===== config.mk =====
export PLATFORM = sky130hd
export DESIGN_NAME = rmb_queue
export DESIGN_NICKNAME = d
export VERILOG_FILES = /design/src/design/rmb_pkg.sv /design/src/design/rmb_queue.sv
export SDC_FILE = /design/constraint.sdc
export NUM_CORES = 1
export LEC_CHECK = 0
export BUFFER_PORTS_ARGS = -buffer_cell sky130_fd_sc_hd__buf_2
export CORE_ASPECT_RATIO = 0.5
export CORE_MARGIN = 3
export CORE_UTILIZATION = 52
export DETAILED_ROUTE_END_ITERATION = 8
export PLACE_DENSITY = 0.77
export SYNTH_ARGS = -nofsm -noshare
export SYNTH_HDL_FRONTEND = slang
export SYNTH_SLANG_ARGS = --single-unit

===== constraint.sdc =====
create_clock -name clk -period 4 [get_ports clk]
set_input_delay 1.2 -clock clk [delete_from_list [all_inputs] [get_ports clk]]
set_output_delay 1.2 -clock clk [all_outputs]
set_load 0.02 [all_outputs]

===== src/design/rmb_pkg.sv =====
`timescale 1ns / 1ps
// shared types, codes and defaults of the region mark bitmap
package rmb_pkg;

	localparam int ADDR_W             = 48;
	localparam int FUNC_W             = 3;
	localparam int COUNT_W            = 17;
	localparam int QUEUE_DEPTH        = 2;
	localparam int DEF_REGION_SLOTS   = 16;
	localparam int DEF_REGION_OFFSET  = 15;
	localparam int DEF_GRAIN_LOG      = 3;
	localparam int DEF_BITS_PER_REGION = 4096;
	localparam int DEF_ADDR_BITS      = 48;

	localparam logic [FUNC_W-1:0] FUNC_MARK       = 3'd0;
	localparam logic [FUNC_W-1:0] FUNC_TEST       = 3'd1;
	localparam logic [FUNC_W-1:0] FUNC_CLEAR      = 3'd2;
	localparam logic [FUNC_W-1:0] FUNC_ITER_FIRST = 3'd3;
	localparam logic [FUNC_W-1:0] FUNC_ITER_NEXT  = 3'd4;

	typedef enum logic [2:0] {
		OP_MARK,
		OP_TEST,
		OP_CLEAR,
		OP_ITER_FIRST,
		OP_ITER_NEXT,
		OP_NONE
	} op_t;

	typedef struct packed {
		op_t               op;
		logic [ADDR_W-1:0] addr;
		logic              in_range;
	} cmd_t;

	typedef enum logic [2:0] {
		ST_IDLE,
		ST_EXEC,
		ST_WIPE,
		ST_READ,
		ST_UPDATE,
		ST_SCAN_RD,
		ST_SCAN_EV,
		ST_OUT
	} state_t;

	typedef struct packed {
		logic               newly_marked;
		logic               is_marked;
		logic               table_full;
		logic [COUNT_W-1:0] marked_total;
		logic [ADDR_W-1:0]  next_addr;
		logic               iter_done;
	} res_t;

endpackage


===== src/design/rmb_queue.sv =====
`timescale 1ns / 1ps
// short command queue between front and back end
module rmb_queue (
	input  logic          clk,
	input  logic          arst_n,
	input  logic          push,
	input  rmb_pkg::cmd_t push_cmd,
	input  logic          pop,
	output rmb_pkg::cmd_t head,
	output logic          full,
	output logic          empty
);
	import rmb_pkg::*;

	localparam int PW = (QUEUE_DEPTH > 1) ? $clog2(QUEUE_DEPTH) : 1;
	localparam int CW = $clog2(QUEUE_DEPTH + 1);

	cmd_t          entry_q [QUEUE_DEPTH];
	logic [PW-1:0] wr_q;
	logic [PW-1:0] rd_q;
	logic [CW-1:0] level_q;

	assign full  = level_q == CW'(QUEUE_DEPTH);
	assign empty = level_q == '0;
	assign head  = entry_q[rd_q];

	always_ff @(posedge clk or negedge arst_n) begin
		if (!arst_n) begin
			wr_q    <= '0;
			rd_q    <= '0;
			level_q <= '0;
		end else begin
			if (push) begin
				wr_q <= (wr_q == PW'(QUEUE_DEPTH - 1)) ? '0 : wr_q + 1'b1;
			end
			if (pop) begin
				rd_q <= (rd_q == PW'(QUEUE_DEPTH - 1)) ? '0 : rd_q + 1'b1;
			end
			if (push && !pop) begin
				level_q <= level_q + 1'b1;
			end else if (pop && !push) begin
				level_q <= level_q - 1'b1;
			end
		end
	end

	always_ff @(posedge clk) begin
		if (push) begin
			entry_q[wr_q] <= push_cmd;
		end
	end

endmodule


After elaboration in Yosys (flattened, before gate mapping)
Memories as Yosys holds them, arrays and structs flattened.
Index checks and enable logic that the tools add are counted.
- bits in writable memories: 104
- memories kept: 1
- word-level logic and storage cells: 21
- output and inout port bits: 54
- bits in registers: 4
- memories (memory ; depth ; bits a word ; rd ports ; clocked after Yosys merged registers in ; wr ports ; RTL line ; source):
    entry_q ; 2 ; 52 ; 1 ; 0 ; 1 ; rmb_queue.sv:18 ; cmd_t entry_q [QUEUE_DEPTH];
- multiplexer cells: 6
- reductions and logical operators: 6
- equal/unequal tests: 1
- $add $sub $neg: 4
- operators with widths (operator ; count):
    1-bit two-way mux ; 4
    2-bit two-way mux ; 2
    1-bit adder (second input constant) ; 2
    2-bit by 1-bit adder with 2-bit output (second input constant) ; 1
    2-bit == test (second input constant) ; 1
    1-bit logical AND ; 2
    1-bit zero test ; 2
    2-bit zero test ; 1
    2-bit nonzero test ; 1
    2-bit by 1-bit subtractor with 2-bit output (second input constant) ; 1

Longest topological paths before layout
Gate-level depths: netlist (run 1).
- word-level depth: 4
- mapped depth: 5
- depth with buffers taken out: 5

Worst setup path before layout (run 1)
OpenSTA, ideal clock, no wires.
- path kind: input to register
- start point: in push
- end point: mem entry_q[0][0] (netlist name), enable pin
- path buffers: 0
- stages on the path: 1
- arrival time: 3502 ps
- slack: 30 ps
- cell sequence: nor2b_1
- word-level cells in the longest chain between the ends: 2
- ends and longest elaborated chain (item ; RTL line ; source):
    start, declared ; rmb_queue.sv:6 ; input logic push,
    1-bit two-way mux ; rmb_queue.sv:48 ; if (push) begin
    1-bit two-way mux (implied by the code) ; rmb_queue.sv:49 ; entry_q[wr_q] <= push_cmd;
    end, declared ; rmb_queue.sv:18 ;
No other way between the ends.

==> reports/metrics.yaml, run 1 <==
hold_viol_final: 0
multiInputGateArea_um2: 861
via_count: 1933
worst_pin_slew_ns: 0.956
dp_hpwl_mm: 4.42
syn-mean-instance-area_um2: 23.5
holdWs_ns: 0.483
die_y_um: 69.5
syn_area_um2: 4190
drt_iter0_drc: 63
insertion_delay_ns: 0.33
dr.pass1.iters: 4
seqPwrFrac: 0.450
cts-root-buf: "clkbuf_16"
vdd_drop_max_mv: 0.340
core_area_um2: 7570
seq_area_frac_synth: 0.769
cts-buffers-inserted: 9
seq_area_um2: 3230
layout_common_cells: "109 x buf_2, 104 x edfxtp_1, 49 x mux2_4"
syn_inst: 178
worstPathMaxFanout: 53
critical_path_class: "flop to output port"
hold_path.class: "flop to flop"
path_clk_slew_ns: 0.06
finClkSkew_ns: 0.00340
muxShareOfSynthArea: 0.184
nNetsFinal: 351
post-route-cell-area_um2: 5120
tns_ns: 0
dieArea_um2: 9240
grt_max_degree: 54
synth_top_family_by_area: "multiplexers"
final_common_cell: "buf_2"
grt_pass1_vias: 2098
yosysUniqueCellTypes: 13
synth_xor_area_frac: 0.0105
grt_antenna_before_repair: 0
pin_count: 110
power_density_nw_per_um2: 741
drc_errors: 0
drive_above_1_share: 0.605
min_period_ns: 3.20
cts_hold_buf: 0
viasPerCell: 4.75
ys_warn_count: 0
syn_nets: 235
timing.fmax_mhz: 313
ys_ff_latch: 108
critPathSlowestCell: "dfrtp_4"
place_area_um2: 4800
area_growth_pct: 22.2
cts_tree: "done"
cts_resized: 0
wl_mm: 6.42
outcome: "complete, no violations"
diodes: 0
period_share: 0.800
die_w_um: 133
port_buffers: 109
synth_compound_area_frac: 0
cap_violations: 0
finalSetupViolations: 0
n_fill_cell: 529
slowest_delay_ns: 1.06
synth-simple-area-share: 0.00627
switchingPower_mw: 1.15
p_leak_nw: 2.08
synth_fa_ha_area_frac: 0.00299
initial_core_util: 0.554
overflow: 0
start_kind: "flop"
drv_slew: 0
routedWlPerCell_um: 15.8
timing.slew.headroom: 0.362
rsz0062_at_grt: "no"
track_usage: 0.148
worst_ep_required_time_ns: 2.80
pwr-share-comb: 0.307
end_kind: "output port"
clkSinkCount: 108
total_power_mw: 3.80
postRouteAntennaNets: 0
internal-power_mw: 2.64
cts_max_path_buffers: 2
arrival_ns: 2.00
post-cts-setup-buffers: 0
final_core_util: 0.677
grt_pass1_wl_mm: 10.5
swShare: 0.304
placementRows: 22
gp_congestion: 0.693
critical_path.cell_chain: "mux2_2, buf_2"
cts.htree.levels: 3
p_clk_frac: 0.243
[flip-flops by register name, indices dropped and copies added, names as in the netlist]
name	count
level_q	2
entry_q	104
wr_q	1
rd_q	1
[synthesized netlist by cell type]
cell,number,area (um2)
dfrtp_1,4,100
xor2_1,4,35.0
buf_6,1,11.3
nor2b_1,2,12.5
ha_1,1,12.5
nor2_1,2,7.51
and2_1,1,6.26
mux2_2,3,33.8
mux2_4,49,736
inv_1,1,3.75
buf_12,5,100
edfxtp_1,104,3120
xnor2_1,1,8.76
[critical path: cells and delay by family (launching register included)]
kind     cells  cell delay, ns
buf+inv      1            0.16
flops        1            1.06
mux          1            0.43
[routing by layer]
layer,part of all wire,global-route usage
met1,0.39,0.173
met2,0.54,0.258
met3,0.056,0.0507
met4,0.015,0.0518
met5,0,0
[power by group through the flow]
stage                     logic, mW  clock network [mW]  registers, mW
final                          1.17               0.921           1.71
after global routing           1.24               0.996           1.75
after CTS                      1.19               0.942           1.72
after detailed placement       1.18                   0           1.74
after global placement         1.17                   0           1.72
after floorplan                1.08                   0           1.59
[worst paths after layout]
path	from	end	slack [ns]	cells after the start
worst max-delay path	rd_q	head[36]	0.80	2
worst min-delay path	level_q[1]	level_q[1]	0.48	1
worst max register to register	wr_q	entry_q[1][8]	2.26	2
worst min register to register	level_q[1]	level_q[1]	0.48	1
max in group asynchronous	arst_n	rd_q	3.20	1
min in group asynchronous	arst_n	wr_q	0.66	1
[layout make-up]
| type | count | area share |
|---|---|---|
| Clock buffer | 9 | 0.0440 |
| Clock inverter | 7 | 0.0191 |
| Inverter | 1 | 0.000733 |
| Multi-Input combinational cell | 63 | 0.168 |
| Sequential cell | 108 | 0.630 |
| Tap cell | 108 | 0.0264 |
| Timing Repair Buffer | 111 | 0.112 |
[logic make-up after synthesis]
group                    Yosys count
XOR/XNOR                           5
AND/OR/NAND/NOR                    5
buffers and inverters              7
multiplexers                      52
adder cells (fa/ha/maj)            1
flip-flops                       108
[per-stage QoR]
step           setup WS, ns  cells
2_1_floorplan        0.0301    178
3_3_place_gp           1.17    391
3_5_place_dp           1.14    391
4_1_cts               0.762    407
5_1_grt               0.699    407
6_report              0.800    407
Note: power is estimated with default switching activity, not from simulation.
==> run 2, diff against run 1 <==
Settings changed: ABC_AREA from default to 1.
Clock period 4 ns to 3.3 ns, I/O delays scaled along.
==> run 2 against run 1 <==
Effect of this change:
- final cell count increased by 2.5%
- critical path type unchanged
- highest routed layer unchanged
- largest cell class unchanged
- clock skew increased by 0.00078 ns
- first-iteration DRC count increased by 46%
- die area increased by 0.45%
- critical endpoint is now head[37]
- count of clock-buffer cells in the layout unchanged
- wire length increased by 2.3%
- core utilization about the same
==> reports/metrics.yaml, run 2 <==
outcome: "complete, no violations"
die_y_um: 69.6
drc_errors: 0
ys_ff_latch: 108
grt_antenna_before_repair: 0
largest_register: "entry_q"
overflow: 0
cts.htree.levels: 3
layout_common_cells: "109 x buf_2, 104 x edfxtp_1, 49 x mux2_4"
end_kind: "output port"
viasPerCell: 4.71
initial_core_util: 0.554
wl_mm: 6.56
gp_congestion: 0.665
n_fill_cell: 531
critPathSlowestCell: "dfrtp_4"
r2r_slack_ns: 1.70
seq_area_frac_synth: 0.766
dr.pass1.iters: 4
yosysTopAreaCell: "edfxtp_1"
holdWs_ns: 0.453
postRouteAntennaNets: 0
vdd_drop_max_mv: 0.468
synth_edf_count: 104
finClkSkew_ns: 0.00418
met1_usage: 0.164
rsz0062_at_grt: "no"
worst_pin_slew_ns: 0.669
cap_violations: 0
cts-root-buf: "clkbuf_16"
arrival_ns: 1.87
seq_area_um2: 3230
grt_pass1_vias: 2153
routedWlPerCell_um: 15.7
placementRows: 22
syn_nets: 244
pin_count: 110
area_growth_pct: 22.2
timing.slew.headroom: 0.553
cts_hold_buf: 0
muxShareOfSynthArea: 0.183
synth_fa_ha_area_frac: 0.00297
die_w_um: 133
synth_most_common_cell: "edfxtp_1"
core_area_um2: 7600
track_usage: 0.149
synth-simple-area-share: 0.00981
worstPathMaxFanout: 30
drt_iter0_drc: 92
synth_compound_area_frac: 0
syn-mean-instance-area_um2: 22.5
clkSinkCount: 108
port_buffers: 109
critical_path_class: "flop to output port"
p_leak_nw: 2.11
slowest_delay_ns: 0.71
busiest_layer: "met2"
critical_path.cell_chain: "buf_12, mux2_4, buf_2"
grt_max_degree: 32
finalSetupViolations: 0
cts_resized: 0
post-cts-setup-buffers: 0
start_kind: "flop"
power_density_nw_per_um2: 883
final_common_cell: "buf_2"
grt_pass1_wl_mm: 10.5
synth.area.top_cells: "edfxtp_1 74%, mux2_4 17%, buf_12 2.4%"
hold_path.class: "input pin to asynchronous set/reset pin"
hold_viol_final: 0
ys_top_cells_by_count: "104 x edfxtp_1, 49 x mux2_4, 7 x inv_1, 5 x buf_12, 5 x nand2_1"
drv_slew: 0
final_core_util: 0.677
tns_ns: 0
grtUsageMet3: 0.0587
syn_area_um2: 4210
cts_tree: "done"
insertion_delay_ns: 0.34
synth_xor_area_frac: 0.00624
nNetsFinal: 361
cts_max_path_buffers: 2
timing.fmax_mhz: 349
dieArea_um2: 9280
ys_warn_count: 0
yosysUniqueCellTypes: 14
period_share: 0.867
async_reset_ff_frac: 0.0370
multiInputGateArea_um2: 857
via_count: 1966
yosysTopAreaCellShare: 0.742
syn_inst: 187
cts-buffers-inserted: 9
gr-usage-met2: 0.267
synth_flop_cell: "edfxtp_1"
diodes: 0
reg_top3: "entry_q: 104 flops, level_q: 2 flops"
worst_ep_required_time_ns: 2.31
largest_register_ffs: 104
min_period_ns: 2.86
dp_hpwl_mm: 4.58
drive_above_1_share: 0.589
synth_top_family_by_area: "multiplexers"
path_clk_slew_ns: 0.06
run 2: cell types whose count changed after synthesis, sizes merged:
cell   before  now
nor2        2    3
nand2       0    5
nor2b       2    0
nand3       0    1
nand4       0    1
and2        1    0
xor2        4    2
inv         1    7
run 2: layout make-up:
type | instances | area share
clock buffers | 9 | 0.0438
inverters | 7 | 0.00511
repair buffers | 112 | 0.118
flip-flops and latches | 108 | 0.627
multi-input cells | 66 | 0.167
well taps | 108 | 0.0263
clock inverters | 7 | 0.0131
run 2: path summary, 6_finish.rpt:
path | endpoint | startpoint | cells after the start
worst max-delay path | head[37] | rd_q | 3
worst min-delay path | level_q[0] | arst_n | 1
worst max register to register | entry_q[0][17] | wr_q | 2
worst min register to register | level_q[1] | level_q[1] | 2
max in group asynchronous | rd_q | arst_n | 1
min in group clk | level_q[1] | level_q[1] | 2
run 2: cells by family after synthesis:
logic type / Yosys count
fa+ha+maj: 1
flops: 108
simple gates: 10
buf+inv: 13
xor+xnor: 3
mux: 52
run 2: power breakdown:
part           leakage (nW)  switching [mW]  internal [mW]  total (mW)
Combinational         0.948           0.809          0.725        1.53
Clock                 0.139           0.443          0.583        1.03
Sequential             1.02           0.158           1.82        1.98
Total                  2.11            1.41           3.13        4.54
run 2: stage by stage:
stage,setup WS [ns],instances,power [mW],instance area [um2]
final,0.438,417,4.54,5140
after global routing,0.358,417,4.75,5140
after CTS,0.418,417,4.60,5140
after detailed placement,0.785,401,3.58,4850
after global placement,0.798,401,3.53,4850
after floorplan,0.520,187,3.23,4210
run 2: metal layers:
layer	share of wire	vias to the layer above
met5	0	-
met4	0.0052	0
met3	0.061	2
met2	0.54	54
met1	0.40	956
li1	-	954
run 2: critical path, delay by kind of cell, from the launching register on:
family,cells,cell delay (ns)
buf+inv,2,0.47
mux,1,0.34
flops,1,0.71
==> run 3, diff against run 2 <==
Settings changed: PLACE_DENSITY 0.77 to 0.88.
==> run 3 against run 2 <==
Effect of this change:
- sequential share of layout area rose by 0.18 points
- wire length rose by 6.8%
- final cell count rose by 0.24%
- largest cell class unchanged
- die area did not move
- maximum frequency rose by 1.1%
==> reports/metrics.yaml, run 3 (synthesized netlist as in run 2, its figures left out) <==
outcome: "complete, no violations"
path_clk_slew_ns: 0.06
slowest_delay_ns: 0.69
vdd_drop_max_mv: 0.433
maxUsedRoutingLayer: "met4"
drv_slew: 0
multiInputGateArea_um2: 857
cts-root-buf: "clkbuf_16"
internal-power_mw: 3.12
finalSetupViolations: 0
cts.htree.levels: 3
via_count: 2031
insertion_delay_ns: 0.33
switchingPower_mw: 1.41
post-cts-setup-buffers: 0
grt_antenna_before_repair: 0
layout_common_cells: "109 x buf_2, 104 x edfxtp_1, 49 x mux2_4"
timing.slew.headroom: 0.606
initial_core_util: 0.554
dr_wl_met3_um: 303
timing.fmax_mhz: 353
drc_errors: 0
port_buffers: 109
worst_pin_slew_ns: 0.591
worst_ep_required_time_ns: 2.31
largest_register: "entry_q"
overflow: 0
critPathSlowestCell: "dfrtp_4"
reg_top3: "entry_q: 104 flops, level_q: 2 flops"
final_common_cell: "buf_2"
dr_wl_met2_mm: 4.04
cts_resized: 0
hold_path.class: "input pin to asynchronous set/reset pin"
diodes: 0
period_share: 0.858
viasPerCell: 4.86
cap_violations: 0
total_power_mw: 4.53
pwr-share-comb: 0.341
track_usage: 0.154
placementRows: 22
rsz0062_at_grt: "no"
met1_length_mm: 2.58
cts_hold_buf: 0
grt_max_degree: 33
seqPwrFrac: 0.437
holdWs_ns: 0.458
clkSinkCount: 108
power_density_nw_per_um2: 884
dr.pass1.iters: 4
seq_area_um2: 3230
critPathTopFamily: "flip-flops"
routedWlPerCell_um: 16.8
grt_pass1_wl_mm: 11.2
pin_count: 110
swShare: 0.311
tns_ns: 0
drive_above_1_share: 0.587
n_fill_cell: 535
p_leak_nw: 2.12
grt_pass1_vias: 2276
cts-buffers-inserted: 9
critical_path_class: "flop to output port"
core_area_um2: 7600
critical_path.cell_chain: "buf_12, mux2_4, buf_2"
arrival_ns: 1.84
gp_congestion: 0.661
die_w_um: 133
start_kind: "flop"
cts_tree: "done"
worstPathMaxFanout: 32
min_period_ns: 2.83
finClkSkew_ns: 0.00598
end_kind: "output port"
area_growth_pct: 21.8
drt_iter0_drc: 157
timing.critical_path.buf_inv: 2
dieArea_um2: 9280
die_y_um: 69.6
postRouteAntennaNets: 0
largest_register_ffs: 104
wl_mm: 7.01
p_clk_frac: 0.222
cts_max_path_buffers: 2
nNetsFinal: 362
hold_viol_final: 0
dp_hpwl_mm: 4.94
run 3: worst reg2reg max path, cell delays in order (launching register included):
cell	delay, ns
dfrtp_1	0.43
nand2_1	0.09
inv_2	0.45
buf_12	0.28
run 3: metrics by stage:
step	cells	instance area, um2	util	setup slack [ns]
3_5_place_dp	402	4850	0.638	0.803
2_1_floorplan	187	4210	-	0.520
6_report	418	5130	0.675	0.470
4_1_cts	418	5130	0.675	0.453
3_3_place_gp	402	4850	0.638	0.830
5_1_grt	418	5130	0.675	0.410
run 3: area by class of cell:
| cell class | count | area share |
|---|---|---|
| inverters | 7 | 0.00512 |
| clock inverters | 7 | 0.0112 |
| multi-input cells | 66 | 0.167 |
| repair buffers | 113 | 0.117 |
| well taps | 108 | 0.0263 |
| flip-flops and latches | 108 | 0.629 |
| clock buffers | 9 | 0.0439 |
run 3: metal layers:
metal,up-vias,GRT usage
met3,9,0.0420
met2,47,0.303
met4,0,0.0456
met1,1015,0.161
li1,960,-
met5,-,0
run 3: power groups by stage:
stage               logic [mW]  clock network [mW]  registers, mW
floorplan                 1.32                   0           1.92
finish                    1.55                1.01           1.98
detailed placement        1.57                   0           2.01
global placement          1.54                   0           1.99
global route              1.63                1.09           2.01
CTS                       1.57                1.02           1.99
run 3: final timing paths:
kind                            cells past startpoint  slack (ns)       start             end
worst min-delay path                                1        0.46      arst_n      level_q[0]
worst max-delay path                                3        0.47        rd_q        head[49]
max in group asynchronous                           1        2.70      arst_n            rd_q
worst min register to register                      2        0.54  level_q[1]      level_q[1]
worst max register to register                      3        1.75        wr_q  entry_q[1][49]
min in group clk                                    2        0.54  level_q[1]      level_q[1]
