## src/design/rmb_pkg.sv

```systemverilog
`timescale 1ns / 1ps
// shared types, codes and defaults of the region mark bitmap
package rmb_pkg;

	localparam int ADDR_W             = 48;
	localparam int FUNC_W             = 3;
	localparam int COUNT_W            = 17;
	localparam int QUEUE_DEPTH        = 2;
	localparam int DEF_REGION_SLOTS   = 16;
	localparam int DEF_REGION_OFFSET  = 15;
	localparam int DEF_GRAIN_LOG      = 3;
	localparam int DEF_BITS_PER_REGION = 4096;
	localparam int DEF_ADDR_BITS      = 48;

	localparam logic [FUNC_W-1:0] FUNC_MARK       = 3'd0;
	localparam logic [FUNC_W-1:0] FUNC_TEST       = 3'd1;
	localparam logic [FUNC_W-1:0] FUNC_CLEAR      = 3'd2;
	localparam logic [FUNC_W-1:0] FUNC_ITER_FIRST = 3'd3;
	localparam logic [FUNC_W-1:0] FUNC_ITER_NEXT  = 3'd4;

	typedef enum logic [2:0] {
		OP_MARK,
		OP_TEST,
		OP_CLEAR,
		OP_ITER_FIRST,
		OP_ITER_NEXT,
		OP_NONE
	} op_t;

	typedef struct packed {
		op_t               op;
		logic [ADDR_W-1:0] addr;
		logic              in_range;
	} cmd_t;

	typedef enum logic [2:0] {
		ST_IDLE,
		ST_EXEC,
		ST_WIPE,
		ST_READ,
		ST_UPDATE,
		ST_SCAN_RD,
		ST_SCAN_EV,
		ST_OUT
	} state_t;

	typedef struct packed {
		logic               newly_marked;
		logic               is_marked;
		logic               table_full;
		logic [COUNT_W-1:0] marked_total;
		logic [ADDR_W-1:0]  next_addr;
		logic               iter_done;
	} res_t;

endpackage

```

## src/design/rmb_front.sv

```systemverilog
`timescale 1ns / 1ps
// front end: takes items, decodes the function and checks the word index
module rmb_front #(
	parameter int ADDR_BITS          = 48,
	parameter int REGION_OFFSET_BITS = 15,
	parameter int GRAIN_LOG          = 3,
	parameter int BITS_PER_REGION    = 4096
) (
	input  logic                       clk,
	input  logic                       arst_n,
	input  logic                       in_valid,
	output logic                       in_stall,
	input  logic [rmb_pkg::FUNC_W-1:0] func,
	input  logic [rmb_pkg::ADDR_W-1:0] addr,
	output logic                       push,
	input  logic                       q_full,
	output rmb_pkg::cmd_t              cmd
);
	import rmb_pkg::*;

	localparam logic [ADDR_W-1:0] AMASK = (ADDR_BITS >= ADDR_W) ? {ADDR_W{1'b1}} :
		ADDR_W'((65'd1 << ADDR_BITS) - 65'd1);
	localparam int IW = REGION_OFFSET_BITS - GRAIN_LOG;

	logic              valid_s1;
	cmd_t              cmd_s1;
	cmd_t              cmd_n;
	logic [ADDR_W-1:0] addr_m;
	logic [IW-1:0]     idx;
	logic              load;

	assign addr_m = addr & AMASK;
	assign idx    = addr_m[REGION_OFFSET_BITS-1:GRAIN_LOG];

	always_comb begin
		cmd_n.addr     = addr_m;
		cmd_n.in_range = 33'(idx) < 33'(BITS_PER_REGION);
		unique case (func)
			FUNC_MARK:       cmd_n.op = OP_MARK;
			FUNC_TEST:       cmd_n.op = OP_TEST;
			FUNC_CLEAR:      cmd_n.op = OP_CLEAR;
			FUNC_ITER_FIRST: cmd_n.op = OP_ITER_FIRST;
			FUNC_ITER_NEXT:  cmd_n.op = OP_ITER_NEXT;
			default:         cmd_n.op = OP_NONE;
		endcase
	end

	assign push     = valid_s1 & ~q_full;
	assign in_stall = valid_s1 & q_full;
	assign load     = in_valid & ~in_stall;
	assign cmd      = cmd_s1;

	always_ff @(posedge clk or negedge arst_n) begin
		if (!arst_n) begin
			valid_s1 <= 1'b0;
		end else if (load) begin
			valid_s1 <= 1'b1;
		end else if (push) begin
			valid_s1 <= 1'b0;
		end
	end

	always_ff @(posedge clk) begin
		if (load) begin
			cmd_s1 <= cmd_n;
		end
	end

endmodule

```

## config.mk

```make
export PLATFORM = sky130hd
export DESIGN_NAME = rmb_front
export DESIGN_NICKNAME = d
export VERILOG_FILES = /design/src/design/rmb_pkg.sv /design/src/design/rmb_front.sv
export SDC_FILE = /design/constraint.sdc
export NUM_CORES = 1
export LEC_CHECK = 0
export BUFFER_PORTS_ARGS = -buffer_cell sky130_fd_sc_hd__buf_2
export CORE_MARGIN = 2
export CORE_UTILIZATION = 45
export CTS_BUF_LIST = sky130_fd_sc_hd__clkbuf_8
export DETAILED_ROUTE_END_ITERATION = 10
export GPL_ROUTABILITY_DRIVEN = 1
export GPL_TIMING_DRIVEN = 1
export PLACE_DENSITY = 0.93
export SYNTH_ARGS = -nofsm -noshare
export SYNTH_HDL_FRONTEND = slang
export SYNTH_SLANG_ARGS = --single-unit
export TNS_END_PERCENT = 30
```

## constraint.sdc

```tcl
create_clock -name clk -period 8.35 [get_ports clk]
set_input_delay 0.4175 -clock clk [delete_from_list [all_inputs] [get_ports clk]]
set_output_delay 0.4175 -clock clk [all_outputs]
set_load 0.01 [all_outputs]
```

==> Word-level counts from Yosys, hierarchy flattened <==
Cells that the tools add are included.
{ "totals": {"ff_bits": 52, "in_bits": 55, "output_inout_bits": 54} }
{ "classes": {"eq_ne": 4, "reduce_logical": 2, "n_mux": 3, "n_bitwise": 5} }
{ "ops": {"columns": ["op", "n"], "rows": [
  ["3-bit one-hot mux with 5 select lines", 1],
  ["3-bit by 2-bit equality test with 1-bit output, second input constant", 2],
  ["1-bit bitwise AND", 3],
  ["3-bit by 1-bit equality test with 1-bit output, second input constant", 1],
  ["3-bit equality test, second input constant", 1],
  ["3-bit zero test", 1],
  ["1-bit two-way mux", 2],
  ["1-bit inverter", 2],
  ["2-bit nonzero test", 1]
]} }

==> Logic depth before layout (Yosys ltp) <==
Gate-level depths: netlist of the first run.
{ "depth": {"depth_word": 4, "mapped_depth": 1, "depth_no_buf": 1} }

==> Worst setup path after synthesis of the first run <==
No wires, ideal clock.
{ "synth_timing": {"path_type": "input port to flip-flop", "startpoint": "input in_valid", "endpoint": "register cmd_s1 (netlist bit cmd[10]), enable pin", "arrival_time_ns": 2.878, "setup_slack_ns": 4.999, "setup_ns": 0.473, "required_time_ns": 7.877, "stages": 1, "cell_sequence": "a21boi_1"} }
{ "synth_between": {"elab_chain_len": 1} }
{ "synth_rtl": {"columns": ["element", "line_no", "source"], "rows": [
  ["start, declared", "rmb_front.sv:11", "input logic in_valid,"],
  ["1-bit bitwise AND", "rmb_front.sv:50", "assign load = in_valid & ~in_stall;"],
  ["end signal, assigned", "rmb_front.sv:65", "cmd_s1 <= cmd_n;"],
  ["end, declared", "rmb_front.sv:26", "cmd_t cmd_s1;"]
]} }
No other way between the ends.
A chain may end at the register's enable or synchronous reset.

==> Worst setup path after layout of the first run <==
{ "layout_timing": {"startpoint": "register valid_s1", "endpoint": "register cmd_s1 (netlist bit cmd[35]), enable pin"} }
{ "layout_between": {"elab_chain_len": 3} }
{ "layout_rtl": {"columns": ["element", "line_no", "source"], "rows": [
  ["start, declared", "rmb_front.sv:25", "logic valid_s1;"],
  ["start signal, assigned", "rmb_front.sv:55", "valid_s1 <= 1'b0;"],
  ["start signal, assigned", "rmb_front.sv:57", "valid_s1 <= 1'b1;"],
  ["start signal, assigned", "rmb_front.sv:59", "valid_s1 <= 1'b0;"],
  ["1-bit bitwise AND", "rmb_front.sv:49", "assign in_stall = valid_s1 & q_full;"],
  ["1-bit inverter", "rmb_front.sv:50", null],
  ["1-bit bitwise AND", "rmb_front.sv:50", null],
  ["net load", "rmb_front.sv:30", "logic load;"]
]} }
The timed path passes the listed nets, and every way through them passes these cells.

==> summary.txt, run 1 <==
Run status
  • Outcome: complete, no violations

Critical path
  • Worst R2R Path Depth: 2
  • Worst EP required: 8280 ps
  • CP endpoint: cmd[35]
  • Startpoint types: flip-flop
  • Crit Path Class: flip-flop to flip-flop
  • Worst Path Max Fanout: 51
  • Worst Setup SP: valid_s1
  • FF-to-FF setup slack: 6840 ps
  • Critical path's largest stage delay: 510 ps
  • Capturing point of the worst reg2reg path: cmd[35]
  • Crit end category: flip-flop
  • CP Data Arrival Time: 1440 ps
  • Slowest-stage cell, CP: buf_4
  • Worst r2r src: valid_s1
  • Crit-path cells: a21boi_4 > buf_4

Global routing
  • Gr ovfl total: 0
  • First-pass GRT wire length: 4820 um
  • Initial antenna violation count: 0
  • Pin count of the biggest net entering global routing: 52
  • Vias in the first global route: 1038
  • Total track usage: 17.0%

Logic synthesis
  • Ys flop type: edfxtp_1
  • Synth top cells by count: edfxtp_1 (51), a21o_1 (2), nor2b_1 (2)
  • Seq cells post-synth: 52
  • EDFF count, synth: 51
  • Synth Cell Area: 1610 um^2
  • Average size of a mapped cell: 26.4 um^2
  • Post-synth cell types: 9
  • Largest cells by area after synthesis: edfxtp_1 (95%), dfrtp_1 (1.6%), a21o_1 (0.93%)
  • Count leader, synth: edfxtp_1
  • Net Count, Synth: 116
  • Top cell type's share of synthesized area: 95.0%
  • Ys async rst share: 1.92%
  • Yosys warns: 0
  • Cell count after synthesis: 61
  • Register area share after synthesis: 96.5%
  • Synth area leader: edfxtp_1

Floorplanning
  • Die H: 63.9 um
  • # IOs: 109
  • Starting Density: 47.6%
  • Core ar.: 3390 um^2
  • Die Span X: 63.9 um
  • Die ar.: 4080 um^2
  • Rows: 21

Place
  • Gpl congestion: 0.762
  • Placed cell area: 2210 um^2
  • Post-DP HPWL: 2500 um
  • PortBufs: 107

Route
  • Drt first pass iters: 4
  • Wire length per cell: 14.8 um
  • DRT antenna net count: 0
  • Vias per Instance: 4.39
  • Remaining DRCs: 0
  • Vias: 975
  • DRT Wirelength: 3280 um
  • 1st-iter DRT viols: 23

Timing
  • Setup tns final: 0 ps
  • Setup violators final: 0
  • Final Skew: 9.28 ps
  • Fmax: 0.664 GHz
  • Final Slew Violations: 0
  • Final Cycle Share: 18.0%
  • RSZ-0062 raised after global routing: false
  • Fin crit period: 1510 ps
  • Worst-Margin Slew: 587 ps
  • Final hold vios: 0
  • Worst slew margin: 60.9%

Final layout
  • Fillers: 211
  • Finished layout cell area: 2330 um^2
  • Diode count: 0
  • Share of layout cells above drive strength 1: 65.9%
  • # nets final: 230
  • Synth-to-Final Area Change: 44.8%

Clocking
  • Post-CTS setup buffers: 0
  • Sinks on Clock Net: 52
  • Clock Path Buffers: 2
  • CTS tree: built
  • Worst-path clk slew: 90 ps
  • CTS Buf Count: 5
  • Clock Latency Late Sink: 290 ps
  • H-tree levels: 2
  • Post-CTS Resized: 0
  • CTS root buffer: clkbuf_8

Power
  • P_leak: 1.01 nW
  • P per Cell Area: 220 nW/um^2
  • Worst VDD drop: 0.194 mV

Run
  • Max cap viols: 0

Hold path
  • Min-delay worst type: primary input to flip-flop
worst min path at each step:
| stage | from | endpoint | slack (ps) | cells after the start |
|---|---|---|---|---|
| 4_1_cts | addr[42] | cmd[43] | 280 | 1 |
| 2_1_floorplan | arst_n | valid_s1 | 120 | 0 |
| 5_1_grt | addr[11] | cmd[12] | 270 | 1 |
| 6_report | addr[47] | cmd[48] | 290 | 1 |
| 3_5_place_dp | arst_n | valid_s1 | 200 | 1 |
| 3_3_place_gp | arst_n | valid_s1 | 200 | 1 |
layer usage:
metal	vias up	wire, um	track usage [%]
met5	-	0	0
met4	0	19	5.71
met3	2	479	10.7
met2	68	1770	31.3
met1	445	1010	14.6
li1	460	-	-
stage by stage:
step           power, mW  hold slack (ps)  setup slack, ps  utilization [%]  std cells
6_report           0.514              289             6840             68.9        222
2_1_floorplan      0.329              122             5000                -         61
3_3_place_gp       0.354              200             6820             65.3        213
3_5_place_dp       0.356              199             6760             65.3        213
5_1_grt            0.533              272             6760             68.9        222
4_1_cts            0.518              285             6850             68.9        222
critical path, delay by kind of cell, from the launching register on:
kind	cells	cell delay (ps)
DFF	1	450
buffers and inverters	1	510
AOI/OAI and AO/OA	1	170
flip-flops by register name, indices dropped and copies added (netlist names):
register  flops
cmd          51
valid_s1      1
logic make-up after synthesis:
logic type,count (synthesis),share of synthesized area (%)
other,1,0.233
AO/OA/AOI/OAI,3,1.40
buffers and inverters,2,0.698
flip-flops,52,96.5
AND/OR/NAND/NOR,3,1.16
power by group:
group          switching [mW]  internal (mW)  leakage, nW
clock                  0.0755         0.0887       0.0558
sequential            0.00352          0.304        0.496
combinational          0.0232         0.0196        0.461
total                   0.102          0.412         1.01
what timing repair did:
item	CTS	global route
endpoints found under the hold margin	1	0
endpoints found under the setup margin	0	0
hold buffers	1	0
placed cells by master (no fill, tap or decap):
cell / count
conb_1: 1
clkinv_1: 1
nor2b_1: 2
and2_1: 1
clkbuf_8: 5
buf_4: 1
edfxtp_1: 51
bufinv_16: 1
dfrtp_1: 1
dlygate4sd3_1: 1
a21boi_4: 1
a21o_1: 2
buf_2: 107
clkinv_4: 1
layout make-up:
class	count	area, um^2	area share (%)
Sequential cell	52	1560	66.7
Timing Repair Buffer	109	553	23.7
Clock buffer	5	68.8	2.95
Tap cell	46	57.6	2.47
Multi-Input combinational cell	7	56.3	2.41
Clock inverter	3	42.5	1.82
No activity file was read; power rests on OpenSTA's default activity.
==> run 2, diff against run 1 <==
CORE_UTILIZATION = 38   (was 45)
PLACE_DENSITY = 0.84   (was 0.93)
clock period = 1.3 ns   (was 8.35 ns; I/O delays follow)
==> run 2 against run 1 <==
Effect of this change: via count up 22%; clock skew decreased by 5.1 ps; critical path depth stayed put; die area increased by 17%; sequential cell count unchanged; register-to-register slack lost 6800 ps; routed wire length up 35%; non-clock buffer count rose by 51; cell count rose by 25%; fmax is 24% higher; global-route usage grew 1.8 points; total power rose to 7.5 times the previous value; largest power group unchanged.
==> summary.txt, run 2 (synthesized netlist as in run 1, its figures left out) <==
Place
  • Place WS: 128 ps (-6630 ps)
  • PortBufs: 107 (unchanged)
  • Gpl congestion: 0.696 (-8.7%)

Route
  • Met2 WL: 2200 um (+24%)
  • Remaining DRCs: 0 (unchanged)
  • Met1 wire length: 1660 um (+64%)
  • Wire length per cell: 16.0 um (+8.2%)
  • Met3 wire len: 506 um (+5.6%)
  • Drt first pass iters: 4 (unchanged)
  • Vias per Instance: 4.29 (-2.4%)
  • DRT antenna net count: 0 (unchanged)
  • Vias: 1187 (+22%)
  • 1st-iter DRT viols: 78 (+240%)
  • Top layer in use: met4
  • DRT Wirelength: 4430 um (+35%)

Timing
  • Fmax: 0.825 GHz (+24%)
  • Final Skew: 4.14 ps (-5.14 ps)
  • Final hold vios: 0 (unchanged)
  • Final Cycle Share: 93.3% (+75 points)
  • Fin crit period: 1210 ps (-293 ps)
  • Final WS setup: 87.5 ps (-6760 ps)
  • Final Slew Violations: 0 (unchanged)
  • RSZ-0062 raised after global routing: false
  • Setup violators final: 0 (unchanged)

Power
  • Final Total Pwr: 3.88 mW (+650%)
  • Seq pwr share: 51.0% (-8.7 points)
  • P per Cell Area: 1330 nW/um^2 (+500%)
  • Gate power share: 10.8% (+2.5 points)
  • P_leak: 1.26 nW (+24%)
  • Internal power: 3.15 mW (+660%)
  • Psw: 0.729 mW (+610%)
  • Worst VDD drop: 1.00 mV (+420%)
  • Sw frac: 18.8% (-1.1 points)
  • Clock power share: 38.2% (+6.3 points)

Clocking
  • Worst-path clk slew: 100 ps (about the same)
  • Sinks on Clock Net: 52 (unchanged)
  • H-tree levels: 2 (unchanged)
  • CTS tree: built
  • Post-CTS Resized: 0 (unchanged)
  • CTS root buffer: clkbuf_8
  • Clock Path Buffers: 2 (unchanged)
  • CTS Buf Count: 5 (unchanged)
  • Clock Latency Late Sink: 300 ps (about the same)
  • Cts hold-fix bufs: 51 (+50)
  • Post-CTS setup buffers: 0 (unchanged)

Critical path
  • Crit Path Class: flip-flop to flip-flop
  • Crit-path cells: a21boi_4 > buf_12
  • Crit end category: flip-flop
  • Buf/Inv on CP: 1 (unchanged)
  • Worst EP required: 1310 ps (-6970 ps)
  • Slowest-stage cell, CP: dfrtp_1
  • Worst Path Max Fanout: 27 (-47%)
  • Startpoint types: flip-flop
  • CP Data Arrival Time: 1220 ps (-220 ps)
  • Critical path's largest stage delay: 450 ps (-60 ps)
  • CP delay by family, top: flip-flops

Global routing
  • Total track usage: 18.8% (+1.8 points)
  • Initial antenna violation count: 0 (unchanged)
  • First-pass GRT wire length: 6570 um (+36%)
  • Vias in the first global route: 1258 (+21%)
  • Pin count of the biggest net entering global routing: 28 (-46%)
  • Gr ovfl total: 0 (unchanged)

Floorplanning
  • Starting Density: 40.0% (-7.6 points)
  • Core ar.: 4030 um^2 (+19%)
  • # IOs: 109 (unchanged)
  • Die ar.: 4780 um^2 (+17%)
  • Rows: 23 (+9.5%)
  • Die H: 69.1 um (+8.3%)
  • Die Span X: 69.1 um (+8.3%)

Hold path
  • Min-delay worst type: primary input to flip-flop

Final layout
  • Share of layout cells above drive strength 1: 52.0% (-14 points)
  • Fillers: 262 (+24%)
  • Commonest non-fill, non-tap cell in the layout: buf_2
  • Synth-to-Final Area Change: 81.1%
  • # nets final: 281 (+22%)
  • Max reg flops: 51 (unchanged)
  • Most frequent cells in the layout: buf_2 (107), edfxtp_1 (51), dlygate4sd3_1 (51)
  • Diode count: 0 (unchanged)

Run
  • Max cap viols: 0 (unchanged)

Run status
  • Outcome: complete, no violations
==> run 2: stage by stage <==
step / TNS, ps / instance area (um^2) / hold slack [ps] / instances / utilization, %
2_1_floorplan: -21510 / 1620 / -231 / 61 / -
3_3_place_gp: 0 / 2250 / -159 / 218 / 55.9
3_5_place_dp: 0 / 2250 / -158 / 218 / 55.9
4_1_cts: 0 / 2920 / 7.55 / 277 / 72.5
5_1_grt: 0 / 2920 / 22.3 / 277 / 72.5
6_report: 0 / 2920 / 26.1 / 277 / 72.5
==> run 2: metal layers <==
metal / vias up / track usage (%)
met5: - / 0
met4: 0 / 6.75
met3: 4 / 8.77
met2: 84 / 30.8
met1: 535 / 21.8
li1: 564 / -
==> run 2: power groups by stage <==
stage	Clock [mW]	Sequential [mW]	Combinational, mW
after detailed placement	0	2.01	0.292
after floorplan	0	2.06	0.0464
after global routing	1.55	1.99	0.450
after global placement	0	2.01	0.282
after CTS	1.49	1.97	0.409
final	1.48	1.98	0.419
==> run 2: cell type report <==
type                       count  area (um^2)  area share [%]
clock buffer                   5         68.8            2.36
clock inverter                 3         90.1            3.08
timing repair buffer         160         1090            37.2
sequential                    52         1560            53.3
tap                           50         62.6            2.14
multi-input combinational      7         56.3            1.93
==> run 2: final timing paths <==
| check | to | startpoint | slack (ps) | cells after the start |
|---|---|---|---|---|
| worst max register to register | cmd[24] | valid_s1 | 90 | 2 |
| worst min register to register | valid_s1 | valid_s1 | 630 | 1 |
| max in group asynchronous | valid_s1 | arst_n | 1130 | 2 |
| min in group asynchronous | valid_s1 | arst_n | 80 | 2 |
| worst max-delay path | cmd[24] | valid_s1 | 90 | 2 |
| worst min-delay path | cmd[49] | func[0] | 30 | 2 |
==> run 2: worst reg2reg max path: cells and delay by family, from the launching register on <==
| kind | cells | cell delay, ps |
|---|---|---|
| compound gates | 1 | 250 |
| flops | 1 | 450 |
| buf+inv | 1 | 220 |
==> run 3, diff against run 2 <==
ABC_AREA = 1   (was default)
==> run 3 against run 2 <==
Effect of this change: register-to-register slack got worse by 20 ps; count of clock-buffer cells in the layout unchanged; cell area decreased by 1.5%; non-clock buffer count unchanged; critical path type unchanged; critical endpoint is now cmd[14].
==> summary.txt, run 3 <==
Run status
  • Outcome: complete, no violations

Floorplanning
  • Rows: 23 (unchanged)
  • Core ar.: 4060 um^2 (+0.71%)
  • Die H: 69.3 um (+0.15%)
  • Die ar.: 4800 um^2 (+0.30%)
  • # IOs: 109 (unchanged)
  • Die Span X: 69.3 um (+0.15%)
  • Starting Density: 39.9% (-0.16 points)

Logic synthesis
  • Average size of a mapped cell: 24.1 um^2 (-8.7%)
  • Synth Cell Area: 1620 um^2 (+0.31%)
  • Ys flop type: edfxtp_1
  • Net Count, Synth: 122 (+5.2%)
  • EDFF count, synth: 51 (unchanged)
  • Count leader, synth: edfxtp_1
  • Top cell type's share of synthesized area: 94.7% (-0.29 points)
  • Ys async rst share: 1.92% (unchanged)
  • Seq cells post-synth: 52 (unchanged)
  • Post-synth cell types: 9 (unchanged)
  • Synth area leader: edfxtp_1
  • Synth top cells by count: edfxtp_1 (51), inv_1 (5), nand2_1 (4), nor2_1 (2)
  • Cell count after synthesis: 67 (+9.8%)
  • Register area share after synthesis: 96.2% (-0.30 points)
  • Largest cells by area after synthesis: edfxtp_1 (95%), dfrtp_1 (1.5%), inv_1 (1.2%)
  • Yosys warns: 0 (unchanged)

Clocking
  • Post-CTS setup buffers: 0 (unchanged)
  • CTS tree: built
  • Clock Path Buffers: 2 (unchanged)
  • H-tree levels: 2 (unchanged)
  • Cts hold-fix bufs: 51 (unchanged)
  • Sinks on Clock Net: 52 (unchanged)
  • Post-CTS Resized: 0 (unchanged)
  • Worst-path clk slew: 90 ps (about the same)
  • CTS root buffer: clkbuf_8
  • Clock Latency Late Sink: 300 ps (about the same)
  • CTS Buf Count: 5 (unchanged)

Timing
  • Final Cycle Share: 95.0% (+1.8 points)
  • Fin crit period: 1240 ps (+22.9 ps)
  • Final WS setup: 64.6 ps (-22.9 ps)
  • Final hold vios: 0 (unchanged)
  • Fmax: 0.809 GHz (-1.9%)
  • Setup violators final: 0 (unchanged)
  • RSZ-0062 raised after global routing: false
  • Final Skew: 6.56 ps (+2.42 ps)
  • Final Slew Violations: 0 (unchanged)
  • Worst hold slack: 44.0 ps (+17.9 ps)

Critical path
  • CP delay by family, top: flip-flops
  • Startpoint types: flip-flop
  • Worst EP required: 1300 ps (about the same)
  • Crit Path Class: flip-flop to flip-flop
  • Crit end category: flip-flop
  • Slowest-stage cell, CP: dfrtp_1
  • Crit-path cells: a21oi_4 > buf_12
  • Critical path's largest stage delay: 440 ps (about the same)
  • FF-to-FF setup slack: 60 ps (-20 ps)
  • CP Data Arrival Time: 1240 ps (+20 ps)
  • Buf/Inv on CP: 1 (unchanged)
  • Worst Path Max Fanout: 32 (+19%)

Final layout
  • Most frequent cells in the layout: buf_2 (107), edfxtp_1 (51), dlygate4sd3_1 (51)
  • Diode count: 0 (unchanged)
  • Fillers: 246 (-6.1%)
  • Share of layout cells above drive strength 1: 50.6% (-1.3 points)
  • # nets final: 287 (+2.1%)
  • Synth-to-Final Area Change: 77.9%
  • Commonest non-fill, non-tap cell in the layout: buf_2
  • Max reg flops: 51 (unchanged)

Power
  • Seq pwr share: 57.0% (+6.0 points)
  • Worst VDD drop: 0.876 mV (-12%)
  • Psw: 0.711 mW (-2.5%)
  • Clock power share: 30.9% (-7.3 points)
  • Gate power share: 12.1% (+1.3 points)
  • Internal power: 2.75 mW (-13%)
  • P_leak: 1.25 nW (-0.25%)
  • P per Cell Area: 1200 nW/um^2 (-9.4%)
  • Sw frac: 20.5% (+1.7 points)

Run
  • Max cap viols: 0 (unchanged)

Global routing
  • Initial antenna violation count: 0 (unchanged)
  • Gr ovfl total: 0 (unchanged)
  • Total track usage: 18.5% (-0.33 points)
  • Vias in the first global route: 1386 (+10%)
  • First-pass GRT wire length: 6590 um (+0.32%)
  • Pin count of the biggest net entering global routing: 33 (+18%)

Route
  • Remaining DRCs: 0 (unchanged)
  • DRT antenna net count: 0 (unchanged)
  • Vias per Instance: 4.27 (-0.31%)
  • Wire length per cell: 15.0 um (-6.2%)
  • 1st-iter DRT viols: 59 (-24%)
  • DRT Wirelength: 4250 um (-4.2%)
  • Drt first pass iters: 4 (unchanged)
  • Vias: 1209 (+1.9%)

Place
  • Post-DP HPWL: 2480 um
  • Place WS: 116 ps (-11.3 ps)
  • Gpl congestion: 0.707 (+1.5%)
  • PortBufs: 107 (unchanged)

Hold path
  • Min-delay worst type: primary input to flip-flop
## run 3: cell count changes after synthesis, sizes merged, moves of 2 or more
cell / delta
a21o: -2
inv: +5
nand2: +4
nor2: +2
nor2b: -2
## run 3: path summary, 6_finish.rpt
kind                            startpoint       end  cells after the start
min in group asynchronous           arst_n  valid_s1                      2
worst min-delay path               func[0]   cmd[49]                      3
worst max-delay path              valid_s1   cmd[14]                      2
max in group asynchronous           arst_n  valid_s1                      2
worst min register to register    valid_s1  valid_s1                      2
worst max register to register    valid_s1   cmd[14]                      2
## run 3: layer usage
| metal | part of all wire (%) | track usage (%) | up-vias |
|---|---|---|---|
| met5 | 0 | 0 | - |
| met4 | 2.2 | 7.84 | 0 |
| met3 | 13 | 10.8 | 8 |
| met2 | 49 | 30.4 | 83 |
| met1 | 36 | 19.2 | 544 |
| li1 | - | - | 574 |
## run 3: final cells by class
type                       instances  area [um^2]  share of cell area, %
sequential                        52         1560                   54.1
timing repair buffer             160         1090                   37.7
clock buffer                       5         68.8                   2.39
tap                               50         62.6                   2.17
multi-input combinational          8         42.5                   1.48
clock inverter                     3         42.5                   1.48
inverter                           5         18.8                  0.652
## run 3: metrics by stage
| step | setup TNS [ps] | cell area, um^2 | std cells | util (%) | power [mW] |
|---|---|---|---|---|---|
| 6_report | 0 | 2880 | 283 | 70.9 | 3.46 |
| 3_3_place_gp | 0 | 2260 | 224 | 55.6 | 2.29 |
| 4_1_cts | 0 | 2880 | 283 | 70.9 | 3.48 |
| 3_5_place_dp | 0 | 2260 | 224 | 55.6 | 2.30 |
| 2_1_floorplan | -20950 | 1630 | 67 | - | 2.11 |
| 5_1_grt | 0 | 2880 | 283 | 70.9 | 3.59 |
## run 3: kinds of logic (layout without fill, tap and decap cells)
group	count (synthesis)	count (layout)	share of synthesized area, %
buffers and inverters	7	173	1.86
other	1	1	0.232
DFF	52	52	96.2
and+or+nand+nor	6	6	1.39
AOI/OAI and AO/OA	1	1	0.309
## run 3: power groups by stage
stage               clock network [mW]  registers, mW  logic, mW
global placement                     0           2.01      0.288
finish                            1.07           1.98      0.418
floorplan                            0           2.06     0.0471
CTS                               1.10           1.97      0.410
global route                      1.16           1.98      0.452
detailed placement                   0           2.01      0.293
## run 3: tightest hold or removal path, stage by stage
cell and delay (ps):
buf_2 80, inv_1 30, nand2_1 60
